## config.mk

```make
export PLATFORM = sky130hd
export DESIGN_NAME = heq_ram
export DESIGN_NICKNAME = d
export VERILOG_FILES = /design/src/hdl/heq_ram.sv
export SDC_FILE = /design/constraint.sdc
export NUM_CORES = 2
export LEC_CHECK = 0
export BUFFER_PORTS_ARGS = -buffer_cell sky130_fd_sc_hd__buf_2
export CAP_MARGIN = 0
export CELL_PAD_IN_SITES_DETAIL_PLACEMENT = 0
export CELL_PAD_IN_SITES_GLOBAL_PLACEMENT = 1
export CORE_AREA = 2 2 490 297
export DETAILED_ROUTE_END_ITERATION = 7
export DIE_AREA = 0 0 492 299
export GPL_TIMING_DRIVEN = 0
export PLACE_DENSITY = 0.9
export RECOVER_POWER = 50
export SLEW_MARGIN = 30
export SYNTH_ARGS = -nofsm -noshare
export SYNTH_HDL_FRONTEND = slang
export SYNTH_SLANG_ARGS = --single-unit
```

## constraint.sdc

```tcl
create_clock -name clk -period 3.2 [get_ports clk]
set_clock_uncertainty 0.1 [all_clocks]
set_input_delay 0.32 -clock clk [delete_from_list [all_inputs] [get_ports clk]]
set_output_delay 0.32 -clock clk [all_outputs]
set_load 0.02 [all_outputs]
```

## src/hdl/heq_ram.sv

```systemverilog
// Generic single-port-write, single-port-read RAM with registered read.
// No dependencies.
`default_nettype none
module heq_ram #(
    parameter int WIDTH = 8,
    parameter int DEPTH = 256
) (
    input  wire                      clk,
    input  wire                      we,
    input  wire  [$clog2(DEPTH)-1:0] waddr,
    input  wire  [WIDTH-1:0]         wdata,
    input  wire  [$clog2(DEPTH)-1:0] raddr,
    output logic [WIDTH-1:0]         rdata
);
    logic [WIDTH-1:0] mem [DEPTH];

    always_ff @(posedge clk)
    begin
        if (we)
        begin
            mem[waddr] <= wdata;
        end
        rdata <= mem[raddr];
    end
endmodule
`default_nettype wire

```

==> impl_results.md <==
* Syn_nets at 3759
* Finished Core Util at between 60% and 70%
* Net count, final at 3999
* DP Cell Count at 5719
* Min-delay worst type: input pin to flop
* Crit-path max cell delay at 0.70 ns
* Number of synthesis warnings at 0
* Hold Slack at around 0.25 ns
* Layout cells sized above 1 at about a quarter
* Root buffer cell: clkbuf_16
* Async S/R FF share, synth at 0%
* TritonCTS Buffers at 169
* Static Leakage at 27.3 nW
* Layout area overhead at 11.6%
* Worst EP required at 3.75 ns
* Initial antenna violation count at 18
* Worst R2R Setup Slack at 0.09 ns
* CTS tree: built
* Vias in the first global route at 42300
* Die Y-Extent at 299 um
* Post-synth EDFFs at 2048
* Die Area at between 0.1 and 0.15 sq mm
* Starting Density at between 50% and 60%
* Largest net degree at the start of global routing at 121
* Yosys top cell area share at 77.3%
* Critical Path Fanout Max at 10
* Netlist cell types at 55
* Critical path cell sequence: buf_2 -> buf_2 -> buf_2 -> nand3b_1 -> o22ai_1 -> o21ai_0 -> nand3_1 -> nor4_2 -> nor4_2
* Startpoint types: input pin
* Die width at 492 um
* Failing checks: design-rule violations, max-capacitance violations, max-slew violations, negative setup slack
* Period utilization at 111%
* MaxCap Viol Count at 8
* Relative slew slack at -59.1%
* Final worst slack at -0.353 ns
* DRC at 12
* Buffers on Ports at 26
* Dpl cell area at 0.0832 sq mm
* Slew @ Worst Pin at 2.39 ns
* Dpl hpwl at 164000 um
* Detailed Route WL at 250000 um
* Slowest-stage cell, CP: buf_2
* Routed vias/inst at 7.39
* Gr ovfl total at 0
* H-tree Lvls at 4
* Most used cell along the critical path: buf_2
* Synthesized area at 0.0796 sq mm
* Sequential share of the synthesized area at between 70% and 80%
* Pwr dens at 610 mW/mm^2
* CTS clk-pin slew, worst paths at 0.07 ns
* Non-Filler Instances at 6046
* Final ANT Viol Nets at 0
* Pre-CTS setup slack at -1.58 ns
* Min cycle time layout at 3.55 ns
* Run status: finished with violations
* Final TNS setup at -1.80 ns
* Setup Viol. Count Final at 8
* Max-slew violations at between 500 and 600
* I/O pin total at 34
* Synth area leaders: edfxtp_1 (77%), mux4_2 (13%), mux2i_1 (1.7%), nor2_1 (1.3%), a22oi_1 (1.3%)
* Core Rows at approximately 110
* Worst vdd ir at between 0.5 and 0.6 mV
* Total track usage at 33.9%
* CTS Sinks at approximately 2000
* WS Path Type: input pin to flop
* Core area at 0.143 sq mm
* Fillers at 9237
* Post-synth top flop: edfxtp_1
* Mapped Avg Cell Area at around 21 sq um
* Design Area, Final at 0.0888 sq mm
* Setup Buffers After CTS at 0
* Worst path arrival time at 4.11 ns
* First-pass GRT wire length at 339000 um
* Avg WL per Cell at a little over 40 um
* Clk_lat worst skew at around 0.83 ns
* Vias at 44700
* 1st-iter DRT viols at 10000
* Clock buffer depth at 3
* GPL Wtd Cong at a little over 1
* Hold Vio Cnt, Final at 0
* Synth Register Bits at slightly above 2000
* Tot Pwr at 54.1 mW
* CP Capture Type: flop
* RSZ-0062 raised after global routing: true
* Yosys top cell by area: edfxtp_1
* Max frequency at 281 MHz
* Detailed Routing Iterations Pass 1 at 8
* Mapped Cells at around 3700
## power breakdown
part	switching (mW)	total [mW]	internal (mW)	leakage (nW)
Sequential	0.0228	29.7	29.7	18.5
Clock	9.78	21.0	11.2	2.63
Combinational	2.42	3.41	0.996	6.15
## layout make-up
| class | instances | area [sq um] | share of cell area (%) |
|---|---|---|---|
| tap | 1925 | 2410 | 2.71 |
| timing repair buffer | 69 | 897 | 1.01 |
| antenna | 16 | 40.0 | 0.0451 |
| multi-input combinational | 1442 | 16800 | 19.0 |
| clock buffer | 209 | 4540 | 5.11 |
| sequential | 2056 | 61700 | 69.5 |
| buffer | 233 | 1530 | 1.73 |
| clock inverter | 94 | 848 | 0.956 |
| inverter | 2 | 7.51 | 0.00846 |
## registers in the layout, summed over array words and instances (netlist names)
signal / count
mem: 2048
rdata: 8
## cell families (layout without fill, tap and decap cells)
logic type	after synthesis	in the layout	share of synthesized area [%]
buffers and inverters	235	607	1.83
AOI/OAI and AO/OA	385	385	3.42
muxes	591	591	14.6
other	0	16	0
DFF	2056	2056	77.5
and+or+nand+nor	466	466	2.63
## layer usage
metal  GRT usage [%]  up-vias  share of wire, %
li1                -    16200                 -
met1            45.5    22400                33
met3            20.8      841                22
met4            13.8       28               5.0
met5           0.317        -              0.16
met2            44.5     5244                40
## worst max-delay path: cells and delay by family
kind	cells	cell delay, ns
AND/OR/NAND/NOR	4	1.68
AO/OA/AOI/OAI	2	0.65
buffers and inverters	3	1.43
## timing repair
action / CTS / global route
hold buffers: 8 / 0
resized for setup: 34 / 44
endpoints found under the hold margin: 463 / 0
endpoints found under the setup margin: 8 / 8
## synthesized netlist by cell type (3+ instances only)
| cell type | number |
|---|---|
| o221ai_1 | 46 |
| edfxtp_1 | 2048 |
| o211ai_1 | 10 |
| mux2i_1 | 134 |
| nor4_1 | 24 |
| nand2_1 | 33 |
| o21ai_0 | 10 |
| a221oi_1 | 13 |
| buf_2 | 31 |
| and2_1 | 6 |
| nor2_1 | 282 |
| a22o_1 | 8 |
| nor2b_1 | 31 |
| a22oi_1 | 133 |
| a211oi_1 | 16 |
| buf_6 | 21 |
| o22ai_1 | 28 |
| buf_1 | 22 |
| buf_8 | 13 |
| or2_2 | 4 |
| nand4_1 | 10 |
| nor3_1 | 22 |
| buf_12 | 8 |
| buf_4 | 27 |
| dfxtp_1 | 8 |
| o32ai_1 | 4 |
| a21oi_1 | 96 |
| nand3_1 | 34 |
| nor4_2 | 3 |
| mux4_2 | 454 |
| clkbuf_1 | 111 |
| nand2b_1 | 8 |
| o22a_1 | 5 |
## cells in the final DEF, fill, tap and decap left out, types with 17 or more instances in the layout
| cell type | synthesis | final |
|---|---|---|
| nor4_2 | 3 | 21 |
| clkbuf_2 | 0 | 51 |
| nor2_1 | 282 | 252 |
| buf_6 | 21 | 24 |
| nand3_1 | 34 | 34 |
| clkbuf_1 | 111 | 109 |
| o22ai_1 | 28 | 28 |
| clkbuf_16 | 0 | 175 |
| o221ai_1 | 46 | 46 |
| nor2_2 | 0 | 30 |
| clkinv_1 | 1 | 34 |
| buf_4 | 27 | 28 |
| buf_16 | 0 | 17 |
| mux4_2 | 454 | 454 |
| nor2b_1 | 31 | 30 |
| mux2i_1 | 134 | 134 |
| a21oi_1 | 96 | 90 |
| buf_2 | 31 | 48 |
| a22oi_1 | 133 | 124 |
| nor3_1 | 22 | 21 |
| clkinv_2 | 0 | 30 |
| buf_8 | 13 | 20 |
| edfxtp_1 | 2048 | 2048 |
| nand2_1 | 33 | 33 |
## worst paths after layout
kind	endpoint	cells after the start	from
max	rdata[7]	9	raddr[2]
min reg2reg	rdata[5]	6	mem[32][5]
max reg2reg	rdata[2]	6	mem[101][2]
min	mem[193][3]	3	waddr[6]
Note: power is estimated with default switching activity, not from simulation.
