[src/hdl/heq_pkg.sv]
// Package for the histogram equalizer: widths, sizes, state and op codes.
// No dependencies.
`default_nettype none
package heq_pkg;
    localparam int COUNT_BITS = 21;
    localparam int LEVELS     = 256;
    localparam int LVL_BITS   = 8;
    localparam int CHANNELS   = 3;
    localparam int TBL_DEPTH  = CHANNELS * LEVELS;
    localparam int ADDR_BITS  = 10;
    localparam logic [COUNT_BITS-1:0] MAX_PIXELS = {COUNT_BITS{1'b1}};
    localparam int QUO_BITS   = COUNT_BITS + 8;

    localparam logic OP_ACCUM = 1'b0;
    localparam logic OP_MAP   = 1'b1;

    typedef enum logic [2:0] {
        ST_CLEAR,
        ST_IDLE,
        ST_ACC,
        ST_BUILD_RD,
        ST_BUILD_DIV,
        ST_MAP_RD,
        ST_OUT
    } state_t;
endpackage
`default_nettype wire

[src/hdl/heq_div.sv]
// Restoring divider, one quotient bit per cycle: quo = num / den.
// Depends on heq_pkg.
`default_nettype none
module heq_div (
    input  wire                                clk,
    input  wire                                rst_n,
    input  wire                                start,
    input  wire  [heq_pkg::QUO_BITS-1:0]       num,
    input  wire  [heq_pkg::COUNT_BITS-1:0]     den,
    output logic                               done,
    output logic [heq_pkg::QUO_BITS-1:0]       quo
);
    localparam int CNT_BITS = $clog2(heq_pkg::QUO_BITS + 1);

    logic [heq_pkg::QUO_BITS-1:0]   q_reg, q_next;
    logic [heq_pkg::COUNT_BITS:0]   r_reg, r_next;
    logic [CNT_BITS-1:0]            cnt_reg, cnt_next;
    logic                           busy_reg, busy_next;
    logic                           done_reg, done_next;
    logic [heq_pkg::COUNT_BITS:0]   trial;

    always_comb
    begin
        q_next    = q_reg;
        r_next    = r_reg;
        cnt_next  = cnt_reg;
        busy_next = busy_reg;
        done_next = 1'b0;
        trial     = {r_reg[heq_pkg::COUNT_BITS-1:0], q_reg[heq_pkg::QUO_BITS-1]};
        if (start)
        begin
            q_next    = num;
            r_next    = '0;
            cnt_next  = CNT_BITS'(heq_pkg::QUO_BITS);
            busy_next = 1'b1;
        end
        else if (busy_reg)
        begin
            // shift in next numerator bit, subtract when it fits
            if (trial >= {1'b0, den})
            begin
                r_next = trial - {1'b0, den};
                q_next = {q_reg[heq_pkg::QUO_BITS-2:0], 1'b1};
            end
            else
            begin
                r_next = trial;
                q_next = {q_reg[heq_pkg::QUO_BITS-2:0], 1'b0};
            end
            cnt_next = cnt_reg - 1'b1;
            if (cnt_reg == CNT_BITS'(1))
            begin
                busy_next = 1'b0;
                done_next = 1'b1;
            end
        end
    end

    always_ff @(posedge clk or negedge rst_n)
    begin
        if (!rst_n)
        begin
            busy_reg <= 1'b0;
            done_reg <= 1'b0;
            cnt_reg  <= '0;
        end
        else
        begin
            busy_reg <= busy_next;
            done_reg <= done_next;
            cnt_reg  <= cnt_next;
        end
    end

    always_ff @(posedge clk)
    begin
        q_reg <= q_next;
        r_reg <= r_next;
    end

    assign done = done_reg;
    assign quo  = q_reg;
endmodule
`default_nettype wire

[config.mk]
export PLATFORM = sky130hd
export DESIGN_NAME = heq_div
export DESIGN_NICKNAME = d
export VERILOG_FILES = /design/src/hdl/heq_pkg.sv /design/src/hdl/heq_div.sv
export SDC_FILE = /design/constraint.sdc
export NUM_CORES = 1
export LEC_CHECK = 0
export BUFFER_PORTS_ARGS = -buffer_cell sky130_fd_sc_hd__buf_2
export CAP_MARGIN = 40
export CORE_MARGIN = 4
export CORE_UTILIZATION = 45
export CTS_BUF_LIST = sky130_fd_sc_hd__clkbuf_8
export DETAILED_ROUTE_END_ITERATION = 6
export GPL_TIMING_DRIVEN = 0
export PLACE_DENSITY = 0.72
export SLEW_MARGIN = 10
export SYNTH_ARGS = -nofsm -noshare
export SYNTH_HDL_FRONTEND = slang
export SYNTH_SLANG_ARGS = --single-unit
[constraint.sdc]
create_clock -name clk -period 2.6 [get_ports clk]
set_input_delay 0.65 -clock clk [delete_from_list [all_inputs] [get_ports clk]]
set_output_delay 0.65 -clock clk [all_outputs]
set_load 0.005 [all_outputs]
==> impl_summary.txt <==
----------------------------------------------------
[Place]
  Port-buffer cells ... 82
  Worst slack, placed ... -0.605 ns
  Detailed placer's ending HPWL ... 7.19 mm
  Gp weighted congestion ... 0.873

[Timing]
  Maximum achievable frequency ... 0.359 GHz
  Final count of negative-setup-slack endpoints ... 22
  Final Skew ... 0.00876 ns
  Shortest period the worst path allows ... 2.78 ns
  Hold Fails Final Rpt ... 0
  Final critical-path share of the clock period ... 107%
  Max-slew violation total from the final report ... 0
  Crit path setup slack, layout ... -0.182 ns
  Unrepaired setup endpoints after global routing ... yes
  Max_slew headroom ... 46.5%
  Transition time at the pin with the least slew margin ... 0.794 ns

[Finish]
  Max FFs per register ... 29
  Post-Route Utilization ... 58.8%
  Nets@finish ... 575
  Area taken by flip-flops and latches ... 0.00147 mm²
  Antenna fix cells ... 0
  Leading cell type in the layout, fill and taps excluded ... buf_2
  Top library cells by usage in the layout, fill and taps aside ... buf_2 (84), inv_1 (32), nor2_1 (32)
  Share of post-route cells with drive strength above 1 ... 39.2%
  Filler cell count in the final layout ... 694
  Area added between synthesis and finish ... 27.2%
  Area of the multi-input gates ... 0.00221 mm²

[Power and ir drop]
  Largest voltage drop on the vdd net ... 0.425 mV
  Leakage dissipation ... 2.14 nW
  Power density normalized to cell area ... 1020 mW/mm²
  Overall power consumption ... 4.92 mW

[Floorplanning]
  Initial core utilization ... 46.2%
  Horizontal die dimension ... 99.8 µm
  Number of rows in the core area ... 33
  I/O pin total ... 83
  Height of the die ... 99.8 µm
  Die area ... 0.00997 mm²
  Area inside the core boundary ... 0.00822 mm²

[Setup path]
  Arrival time at the worst endpoint ... 2.87 ns
  Critical Path Start Type ... flop
  Max FO, Critical Path ... 7
  Crit path buffers/inverters ... 3
  Worst setup EP type ... flop
  Classification of the worst setup path ... reg2reg
  Delay of the slowest critical-path stage ... 0.42 ns
  Required time at the worst-slack endpoint ... 2.68 ns
  CP cell instances ... inv_2 -> ha_4 -> inv_2 -> fa_2 -> a21o_1 -> a221oi_4 -> o22ai_2 -> a21o_1 -> a21o_4 -> buf_8 -> mux2_4
  Family with the most delay on the worst path ... compound AO/OA/AOI/OAI gates
  Worst path slowest cell ... edfxtp_1

[Synthesis]
  Post-Syn Nets ... 467
  Synthesized flop and latch total ... 57
  Post-synth top flop ... edfxtp_1
  Post-synthesis async set-or-reset flop share ... 12.3%
  Number of enable flip-flop cells after synthesis ... 29
  Share of synthesized area spent on multiplexers ... 9.92%
  Area share of xor/xnor cells in the synthesized design ... 4.39%
  Synthesized area divided by synthesized cell count ... 9.73 µm²
  Post-synthesis share of cell area spent on and, or, nand and nor gates ... 15.3%
  Compound-gate portion of the synthesized area ... 17.6%
  Post-synthesis cell type count ... 58
  Cells after Synth ... 390
  Post-Synth Adder-Cell Area ... 8.11%
  Combinational family with the most area after synthesis ... compound AO/OA/AOI/OAI gates
  Total standard cell area after synthesis ... 0.00379 mm²
  Share of synthesized area occupied by flip-flops and latches ... 38.6%
  Synth Warn # ... 0

[Routing]
  First DRT Iteration DRCs ... 186
  Final routed DRC violation total ... 0
  Post-detailed-route via-to-cell ratio ... 5.46
  Routed Antenna Nets ... 0
  Detailed-router iteration count before antenna repair ... 4
  Via count ... 3,317
  Overall routed net length ... 9.81 mm
  Drt wl/cell ... 16.1 µm

[Outcome]
  Failing checks ... setup timing
  Result of the run ... finished with violations

[Clock network]
  Clock input transition at the sequential cells of the worst setup and hold paths ... 0.07 ns
  Cell at the root of the clock tree ... clkbuf_8
  Maximum root-to-sink buffer count ... 2
  CTS H-tree lvls ... 3
  Number of buffers added by the clock tree synthesis step ... 9
  Clock insertion delay at the later pin of the skew report ... 0.34 ns
  CTS tree ... built
  Clock Sinks ... 57

[Global routing]
  Antenna violations before repair ... 0
  Routing usage on met2 ... 32.0%
  GRT busiest layer ... met2
  Wire length of the first global-routing pass ... 15.6 mm
  Grt ovf ... 0
  Met1 GRT Util ... 25.5%
  Routing usage on met3 ... 4.31%
  Largest net degree at the start of global routing ... 21
  Vias in the first global route ... 3,287
  Global-route usage over all layers ... 19.5%

[Hold path]
  Class of the worst hold path ... in2async

[Flow run]
  Number of maximum-capacitance constraint violations ... 0

----------------------------------------------------
[Yosys cell counts (all sizes together) (2+ instances only)]
cell,number,share of area [%]
nor2,32,3.2
inv,33,3.3
or4b,2,0.53
o21ai,16,2.1
buf,7,1.4
or2,4,0.66
nand2b,4,0.66
nand3,6,0.79
nor4,4,0.82
nor3,9,1.2
and3,3,0.49
a21o,6,1.4
a211oi,4,0.92
o211ai,4,0.79
a311oi,12,4.1
dfxtp,21,11
o31ai,4,0.79
a21oi,17,2.5
or3,2,0.33
ha,23,7.6
o311ai,2,0.46
o22ai,3,0.49
edfxtp,29,23
nand3b,2,0.40
dfrtp,7,4.6
nand2,42,4.7
xnor2,14,3.2
o21a,5,0.99
clkbuf,13,1.3
o41ai,2,0.66
nand4,6,0.99
xor2,5,1.2
mux2,29,8.6
mux2i,5,1.3
[stage by stage]
stage	cells	TNS, ns	area (µm²)	hold WS (ns)
floorplan	390	-1.61	3810	0.354
finish	608	-2.03	4830	0.135
CTS	606	-1.90	4800	0.131
detailed placement	578	-18.62	4380	0.466
global placement	577	-27.44	4350	0.464
global route	608	-4.18	4830	0.132
[repair_timing]
item | 4_1_cts | 5_1_grt
hold buffers | 0 | 0
gates cloned | 1 | 0
pin swaps | 12 | 4
gates resized for setup | 18 | 10
endpoints found under the setup margin | 22 | 42
setup buffers | 13 | 4
[area by class of cell]
type | count | share of cell area [%]
flip-flops and latches | 57 | 30.4
multi-input cells | 279 | 45.8
inverters | 34 | 2.64
well taps | 105 | 2.72
repair buffers | 100 | 12.1
plain buffers | 17 | 2.02
clock buffers | 9 | 2.57
clock inverters | 7 | 1.79
[metal layers]
layer  vias up  part of all wire [%]
li1       1634                     -
met1      1584                    43
met2        80                    50
met3        19                   5.0
met4         0                   1.6
met5         -                     0
[cells by family (layout without fill, tap and decap cells)]
family | after synthesis | after routing
DFF | 57 | 57
xor gates and xnor gates | 19 | 19
and+or+nand+nor | 119 | 119
muxes | 34 | 34
buffers and inverters | 54 | 167
AOI/OAI and AO/OA | 83 | 83
adders and majority gates | 24 | 24
[power breakdown]
group	total, mW	internal (mW)	switching [mW]
clock	0.883	0.530	0.353
combinational	2.69	1.29	1.39
sequential	1.35	1.17	0.185
total	4.92	2.99	1.93
[final timing paths]
path	slack (ns)	cells past startpoint	endpoint	start
hold / removal	0.14	1	cnt_reg[4]	rst_n
setup reg to reg	-0.18	11	quo[0]	quo[28]
hold reg to reg	0.48	2	r_reg[15]	r_reg[15]
setup / recovery	-0.18	11	quo[0]	quo[28]
max in group asynchronous	2.31	1	cnt_reg[0]	rst_n
min in group clk	0.48	2	r_reg[15]	r_reg[15]
(Power assumes the default switching activity.)
